--- config.mk ---
export PLATFORM = sky130hd
export DESIGN_NAME = base64_stream_encoder_top
export DESIGN_NICKNAME = d
export VERILOG_FILES = /design/src/rtl/b64e_pkg.sv /design/src/rtl/base64_stream_encoder_top.sv /design/src/rtl/b64e_front.sv /design/src/rtl/b64e_queue.sv /design/src/rtl/b64e_back.sv
export SDC_FILE = /design/constraint.sdc
export NUM_CORES = 1
export LEC_CHECK = 0
export BUFFER_PORTS_ARGS = -buffer_cell sky130_fd_sc_hd__clkbuf_2
export CELL_PAD_IN_SITES_DETAIL_PLACEMENT = 1
export CELL_PAD_IN_SITES_GLOBAL_PLACEMENT = 2
export CORE_MARGIN = 2
export CORE_UTILIZATION = 39
export DETAILED_ROUTE_END_ITERATION = 12
export PLACE_DENSITY_LB_ADDON = 0.15
export RECOVER_POWER = 100
export SYNTH_ARGS = -nofsm -noshare
export SYNTH_HDL_FRONTEND = slang
export SYNTH_SLANG_ARGS = --single-unit
--- constraint.sdc ---
create_clock -name clock -period 2.7 [get_ports clock]
set_input_delay 0.405 -clock clock [delete_from_list [all_inputs] [get_ports clock]]
set_output_delay 0.405 -clock clock [all_outputs]
set_load 0.03 [all_outputs]
--- src/rtl/b64e_pkg.sv ---
// Shared types, constants and the character mapping of the Base64 stream encoder.
package b64e_pkg;

   // Pad character appended to short final groups.
   localparam logic [7:0] PAD_CHAR = 8'h3D;

   // Number of characters one item can produce at most.
   localparam int MAX_CHARS = 4;
   localparam int CIDX_W    = $clog2(MAX_CHARS);

   // Depth of the queue between the front and the back.
   localparam int QUEUE_DEPTH = 2;
   localparam int QPTR_W      = (QUEUE_DEPTH > 1) ? $clog2(QUEUE_DEPTH) : 1;
   localparam int QCNT_W      = $clog2(QUEUE_DEPTH + 1);

   // One classified item: its characters, the index of its last one, and
   // whether it ends the message.
   typedef struct packed {
      logic [MAX_CHARS-1:0][7:0] chars;
      logic [CIDX_W-1:0]         last_idx;
      logic                      final_flag;
   } job_type;

   // Queue status seen by the front and the back.
   typedef struct packed {
      logic full;
      logic not_empty;
   } q_status_type;

   // Map a sextet onto the standard Base64 alphabet.
   function automatic logic [7:0] sextet_char(input logic [5:0] v);
      logic [7:0] ch;
      priority if (v < 6'd26) begin
         ch = {2'b00, v} + 8'd65;
      end else if (v < 6'd52) begin
         ch = {2'b00, v} + 8'd71;
      end else if (v < 6'd62) begin
         ch = {2'b00, v} - 8'd4;
      end else if (v == 6'd62) begin
         ch = 8'h2B;
      end else begin
         ch = 8'h2F;
      end
      return ch;
   endfunction

endpackage

--- src/rtl/base64_stream_encoder_top.sv ---
// Top level of the streaming Base64 encoder with its checks.
//
// Usage:
//   The req_ channel takes one raw message byte per item, with
//   req_final_byte set on the last byte of a message. The rsp_ channel
//   delivers one ASCII character per item from the standard alphabet,
//   '=' padding included, with rsp_final_char set on the message's last one.
//   The first character of a byte passes through the job queue and then
//   the output register. The back end sends one character per cycle while
//   rsp_stall does not hold the output, and a byte yields one to four
//   characters; a steady stream carries four characters per three bytes,
//   its pace set by the single-character output register.
//   A two-entry job queue sits between the front, which classifies bytes,
//   and the back, which serializes characters; req_stall rises only when
//   that queue is full.
//   Reset (synchronous, active high) returns the encoder to the start of
//   a group and empties the queue and the output register.
//   While rsp_stall is high the current character holds; bytes are still
//   accepted until the queue fills.
module base64_stream_encoder_top (
   input  logic       clock,
   input  logic       reset,
   input  logic       req_valid,
   output logic       req_stall,
   input  logic [7:0] req_data_byte,
   input  logic       req_final_byte,
   output logic       rsp_valid,
   input  logic       rsp_stall,
   output logic [7:0] rsp_out_char,
   output logic       rsp_final_char
);

   logic                       push;
   logic                       pop;
   b64e_pkg::job_type          push_job;
   b64e_pkg::job_type          head_job;
   b64e_pkg::q_status_type     q_status;

   assign req_stall = q_status.full;

   // Front end: byte classification.
   b64e_front u_front (
      .clock          (clock),
      .reset          (reset),
      .req_valid      (req_valid),
      .req_data_byte  (req_data_byte),
      .req_final_byte (req_final_byte),
      .push_ready     (!q_status.full),
      .push           (push),
      .push_job       (push_job)
   );

   // Job queue.
   b64e_queue u_queue (
      .clock    (clock),
      .reset    (reset),
      .push     (push),
      .push_job (push_job),
      .pop      (pop),
      .head_job (head_job),
      .status   (q_status)
   );

   // Back end: character output.
   b64e_back u_back (
      .clock          (clock),
      .reset          (reset),
      .head_valid     (q_status.not_empty),
      .head_job       (head_job),
      .pop            (pop),
      .rsp_valid      (rsp_valid),
      .rsp_stall      (rsp_stall),
      .rsp_out_char   (rsp_out_char),
      .rsp_final_char (rsp_final_char)
   );

   // The queue never takes a job while full.
   a_no_push_full: assert property (@(posedge clock) disable iff (reset)
      q_status.full |-> !push)
      else $error("job pushed into a full queue");

   // The back end never retires a job from an empty queue.
   a_no_pop_empty: assert property (@(posedge clock) disable iff (reset)
      pop |-> q_status.not_empty)
      else $error("job popped from an empty queue");

   // A new character only appears when a job was waiting.
   a_rsp_from_job: assert property (@(posedge clock) disable iff (reset)
      $rose(rsp_valid) |-> $past(q_status.not_empty))
      else $error("character produced without a queued job");

endmodule

--- src/rtl/b64e_front.sv ---
// Front end: accepts bytes, tracks the group position and builds character jobs.
module b64e_front (
   input  logic                clock,
   input  logic                reset,
   input  logic                req_valid,
   input  logic [7:0]          req_data_byte,
   input  logic                req_final_byte,
   input  logic                push_ready,
   output logic                push,
   output b64e_pkg::job_type   push_job
);

   typedef enum logic [1:0] {
      PH_START  = 2'd0,
      PH_SECOND = 2'd1,
      PH_THIRD  = 2'd2
   } phase_type;

   phase_type  phase_ff, phase_in;
   logic [3:0] left_ff, left_in;

   assign push = req_valid && push_ready;

   // Classify the byte by its position within the three-byte group.
   always_comb begin
      phase_in          = phase_ff;
      left_in           = left_ff;
      push_job.chars    = {b64e_pkg::MAX_CHARS{b64e_pkg::PAD_CHAR}};
      push_job.last_idx = '0;
      push_job.final_flag = req_final_byte;
      unique case (phase_ff)
         PH_SECOND: begin
            push_job.chars[0] = b64e_pkg::sextet_char({left_ff[1:0], req_data_byte[7:4]});
            if (req_final_byte) begin
               push_job.chars[1] = b64e_pkg::sextet_char({req_data_byte[3:0], 2'b00});
               push_job.last_idx = b64e_pkg::CIDX_W'(2);
               phase_in          = PH_START;
               left_in           = 4'd0;
            end else begin
               phase_in = PH_THIRD;
               left_in  = req_data_byte[3:0];
            end
         end
         PH_THIRD: begin
            push_job.chars[0] = b64e_pkg::sextet_char({left_ff, req_data_byte[7:6]});
            push_job.chars[1] = b64e_pkg::sextet_char(req_data_byte[5:0]);
            push_job.last_idx = b64e_pkg::CIDX_W'(1);
            phase_in          = PH_START;
            left_in           = 4'd0;
         end
         default: begin
            // Start of group; the unused phase code behaves the same.
            push_job.chars[0] = b64e_pkg::sextet_char(req_data_byte[7:2]);
            if (req_final_byte) begin
               push_job.chars[1] = b64e_pkg::sextet_char({req_data_byte[1:0], 4'b0000});
               push_job.last_idx = b64e_pkg::CIDX_W'(3);
               phase_in          = PH_START;
               left_in           = 4'd0;
            end else begin
               phase_in = PH_SECOND;
               left_in  = {2'b00, req_data_byte[1:0]};
            end
         end
      endcase
   end

   // Group position and leftover bits advance only on an accepted item.
   always_ff @(posedge clock) begin
      if (reset) begin
         phase_ff <= PH_START;
         left_ff  <= 4'd0;
      end else if (push) begin
         phase_ff <= phase_in;
         left_ff  <= left_in;
      end
   end

endmodule

--- src/rtl/b64e_queue.sv ---
// Short register queue of character jobs between the front and the back.
module b64e_queue (
   input  logic                     clock,
   input  logic                     reset,
   input  logic                     push,
   input  b64e_pkg::job_type        push_job,
   input  logic                     pop,
   output b64e_pkg::job_type        head_job,
   output b64e_pkg::q_status_type   status
);

   b64e_pkg::job_type                 mem_ff [b64e_pkg::QUEUE_DEPTH];
   logic [b64e_pkg::QPTR_W-1:0]       wr_ptr_ff, rd_ptr_ff;
   logic [b64e_pkg::QCNT_W-1:0]       count_ff;

   assign status.full      = (count_ff == b64e_pkg::QCNT_W'(b64e_pkg::QUEUE_DEPTH));
   assign status.not_empty = (count_ff != '0);
   assign head_job         = mem_ff[rd_ptr_ff];

   // Advance a pointer with wrap at the queue depth.
   function automatic logic [b64e_pkg::QPTR_W-1:0] next_ptr(
      input logic [b64e_pkg::QPTR_W-1:0] p);
      logic [b64e_pkg::QPTR_W-1:0] n;
      if (p == b64e_pkg::QPTR_W'(b64e_pkg::QUEUE_DEPTH - 1)) begin
         n = '0;
      end else begin
         n = p + 1'b1;
      end
      return n;
   endfunction

   // Storage needs no reset.
   always_ff @(posedge clock) begin
      if (push) begin
         mem_ff[wr_ptr_ff] <= push_job;
      end
   end

   // Pointers and fill count.
   always_ff @(posedge clock) begin
      if (reset) begin
         wr_ptr_ff <= '0;
         rd_ptr_ff <= '0;
         count_ff  <= '0;
      end else begin
         if (push) begin
            wr_ptr_ff <= next_ptr(wr_ptr_ff);
         end
         if (pop) begin
            rd_ptr_ff <= next_ptr(rd_ptr_ff);
         end
         if (push && !pop) begin
            count_ff <= count_ff + 1'b1;
         end else if (pop && !push) begin
            count_ff <= count_ff - 1'b1;
         end
      end
   end

endmodule

--- src/rtl/b64e_back.sv ---
// Back end: sends the characters of the head job one item per cycle unless rsp_stall holds the output.
module b64e_back (
   input  logic                clock,
   input  logic                reset,
   input  logic                head_valid,
   input  b64e_pkg::job_type   head_job,
   output logic                pop,
   output logic                rsp_valid,
   input  logic                rsp_stall,
   output logic [7:0]          rsp_out_char,
   output logic                rsp_final_char
);

   logic                        valid_ff;
   logic [7:0]                  char_ff;
   logic                        final_ff;
   logic [b64e_pkg::CIDX_W-1:0] idx_ff;
   logic                        load;
   logic                        last;

   // The output register takes a new character when empty or being taken.
   assign load = head_valid && (!valid_ff || !rsp_stall);
   assign last = (idx_ff == head_job.last_idx);
   assign pop  = load && last;

   assign rsp_valid      = valid_ff;
   assign rsp_out_char   = char_ff;
   assign rsp_final_char = final_ff;

   // Output register and character index within the head job.
   always_ff @(posedge clock) begin
      if (reset) begin
         valid_ff <= 1'b0;
         idx_ff   <= '0;
      end else begin
         if (load) begin
            valid_ff <= 1'b1;
            idx_ff   <= last ? '0 : idx_ff + 1'b1;
         end else if (!rsp_stall) begin
            valid_ff <= 1'b0;
         end
      end
   end

   // Payload needs no reset.
   always_ff @(posedge clock) begin
      if (load) begin
         char_ff  <= head_job.chars[idx_ff];
         final_ff <= last && head_job.final_flag;
      end
   end

endmodule

==> metrics.cfg <==
[clock_tree]
cts_resized=0
cts_num_sinks=61
postCtsSetupBuffers=0
root_buffer=sky130_fd_sc_hd__clkbuf_8
cts.reportedPaths.clkPinSlew_ns=0.07
cts-htree-levels=3
cts_hold_buf=0
cts_tree=yes
number_of_cts_inserted_buffers=9
max-clock-path-buffers=2
clk-insertion-delay-late_ns=0.34

[final_layout]
finish.net_count=538
post_route_cells_drive_above_1_share_pct=13.27
finalInstanceArea_mm2=0.004862
nFillCells=1283
stdcell_count=645
syn_to_final_growth_pct=13.03
antenna-diode-count=0

[synthesis]
synth_largest_area_cell=sky130_fd_sc_hd__edfxtp_1
synth.yosys.seq_area_share_pct=39.33
mappedNetlistNets=497
ys_seq_elements=61
synth.cell_area_mm2=0.004302
netlist_top_cells_area=sky130_fd_sc_hd__edfxtp_1, sky130_fd_sc_hd__ha_1, sky130_fd_sc_hd__dfxtp_1
post_synth.cell_area_avg_um2=9.372
ys_top_cells_by_count=sky130_fd_sc_hd__edfxtp_1, sky130_fd_sc_hd__a21oi_1, sky130_fd_sc_hd__nand2_1, sky130_fd_sc_hd__nor2_1, sky130_fd_sc_hd__ha_1
yosysMostFrequentCell=sky130_fd_sc_hd__edfxtp_1
ys_async_sr_fraction_pct=0
ys_dominant_reg_cell=sky130_fd_sc_hd__edfxtp_1
synth_cells=459
synthDistinctLibCells=64
ys_warn_count=0
synth.top_cell.area_share_pct=32.81
edff_count_synth=47

[placed_design]
dp_cells=629
detailedPlacementHpwl_um=10240
postPlaceCellArea_mm2=0.004723
place_congestion=0.8952
port_buffers=23
pre_cts_ws_ns=0.003132

[timing]
tightestPinTransition_ns=1.043
max_slew_headroom_pct=30.46
setup_ws_ns=0.2536
fin_worst_skew_ns=0.008133
fin_crit_ns=2.446
unrepaired_setup_endpoints_after_global_routing=false
achievable-frequency_ghz=0.4088
hold_viol_final=0
finalSetupViolations=0
post-route-period-util_pct=90.61
maxSlewViolCount=0
fin_tns_setup_ns=0

[floorplan]
fp.coreArea_mm2=0.01079
die_w_um=109.0
start_util_pct=39.86
design.portCount=24
die_area_mm2=0.01189
num_rows=38
die_y_um=109.0

[global_route]
grt_overflow_total=0
antenna_found_initial=0
gr-usage-all-layers_pct=22.86
vias_in_the_first_global_route=3826
grt_max_degree=20
grt_pass1_wl_um=20500

[critical_path]
critical_path_peak_fanout=10
worstPathArrival_ns=2.48
critical_path_class=in2reg
worst_setup_path_startpoint=req_data_byte[7]
worstSetupEndpointType=register
worstPathRequired_ns=2.73
setup.worst_path.start_class=input pin
r2r_start=u_front.left_ff[0]
crit-reg2reg-capture=u_queue.mem_ff[1][5]
reg2reg_depth=7
endpoint=u_queue.mem_ff[1][5]
setup.reg_to_reg.worst_slack_ns=0.30

[routing]
wire_per_inst_um=20.24
num_vias=3831
antenna_left=0
via_density_per_instance=5.940
firstDrtPassIters=4
finalWirelength_um=13050
detailedRoute.firstIterationViolations=188
drcViolationCount=0

[power]
clockPowerShare_pct=23.5
sw_frac_of_total_pct=35.83
cellInternalPower_w=0.002122
power.density_mw_per_mm2=680.2
seqPwrFrac_pct=41.3
total_switching_power_w=0.001185
p_comb_share_pct=35.2
max-vdd-ir-drop_uv=464.1
leakage_nw=1.769

[min_path]
holdCritStartpoint=rsp_stall
hold_path.class=in2reg

[job]
drv.max_cap_violation_count=0

[outcome]
outcome=finished clean

power by group through the flow:
| stage | clock network [W] | registers [W] | logic (W) |
|---|---|---|---|
| 4_1_cts | 0.000797 | 0.00137 | 0.00122 |
| 2_1_floorplan | 0 | 0.00150 | 0.000697 |
| 6_report | 0.000777 | 0.00137 | 0.00116 |
| 5_1_grt | 0.000832 | 0.00139 | 0.00128 |
| 3_5_place_dp | 0 | 0.00139 | 0.00122 |
| 3_3_place_gp | 0 | 0.00138 | 0.00118 |
worst max-delay path, stage by stage:
cell and delay (ns):
sky130_fd_sc_hd__clkbuf_2 0.22, sky130_fd_sc_hd__inv_1 0.21, sky130_fd_sc_hd__ha_1 0.24, sky130_fd_sc_hd__a21oi_1 0.19
sky130_fd_sc_hd__and2_0 0.45, sky130_fd_sc_hd__a211oi_1 0.11, sky130_fd_sc_hd__o31ai_1 0.37, sky130_fd_sc_hd__o311ai_0 0.27
cell type report:
| cell class | count | area (um2) | area share [%] |
|---|---|---|---|
| multi-input cells | 343 | 2366 | 48.66 |
| clock buffers | 10 | 127.6 | 2.625 |
| well taps | 140 | 175.2 | 3.603 |
| clock inverters | 6 | 63.81 | 1.312 |
| inverters | 24 | 90.09 | 1.853 |
| repair buffers | 61 | 347.8 | 7.154 |
| flip-flops and latches | 61 | 1692 | 34.79 |
sequential cells by signal (all words and copies together) (netlist names), 2 cells and up, named ones only:
signal	flops
u_front.left_ff	4
u_back.rsp_out_char	8
u_front.phase_ff	2
u_queue.mem_ff	38
u_back.idx_ff	2
u_queue.count_ff	2
per-layer routing:
| layer | share of wire [%] | GRT usage, % | vias up |
|---|---|---|---|
| li1 | - | - | 1809 |
| met2 | 49 | 38.33 | 105 |
| met1 | 45 | 30.23 | 1892 |
| met3 | 3.9 | 2.869 | 25 |
| met4 | 2.3 | 8.333 | 0 |
| met5 | 0 | 0 | - |
through the flow:
stage	total power, W	hold slack [ns]	util, %
5_1_grt	0.003502	0.3198	45.05
3_3_place_gp	0.002552	0.4583	43.76
6_report	0.003307	0.3244	45.05
3_5_place_dp	0.002606	0.4774	43.76
2_1_floorplan	0.002197	0.4736	-
4_1_cts	0.003389	0.3133	45.54
logic make-up (layout without fill, tap and decap cells):
logic type / after synthesis / count (layout) / synth area share, %
flip-flops: 61 / 61 / 39.33
AO/OA/AOI/OAI: 138 / 138 / 21.03
buffers and inverters: 55 / 101 / 5.672
AND/OR/NAND/NOR: 151 / 151 / 17.19
adder cells (fa/ha/maj): 25 / 25 / 7.272
XOR/XNOR: 12 / 12 / 2.443
multiplexers: 17 / 17 / 7.068
layout by cell type (no fill, tap or decap), types with 14 or more instances in the layout:
cell,Yosys,final
sky130_fd_sc_hd__o21ai_0,21,22
sky130_fd_sc_hd__nand3_1,14,14
sky130_fd_sc_hd__dfxtp_1,14,14
sky130_fd_sc_hd__ha_1,25,25
sky130_fd_sc_hd__nor3_1,14,14
sky130_fd_sc_hd__nand2_1,41,41
sky130_fd_sc_hd__edfxtp_1,47,47
sky130_fd_sc_hd__inv_1,23,23
sky130_fd_sc_hd__buf_4,0,27
sky130_fd_sc_hd__a21oi_1,42,42
sky130_fd_sc_hd__nor2_1,34,34
sky130_fd_sc_hd__clkbuf_1,18,23
how the worst min path moves through the flow:
stage / slack, ns / endpoint / cells after the start
floorplan: 0.47 / u_queue.rd_ptr_ff / 2
global placement: 0.46 / u_back.rsp_valid / 2
detailed placement: 0.48 / u_back.rsp_valid / 2
CTS: 0.31 / u_back.rsp_valid / 3
global route: 0.32 / u_back.rsp_valid / 3
finish: 0.32 / u_back.rsp_valid / 3
Power figures use the tool's default switching activity.
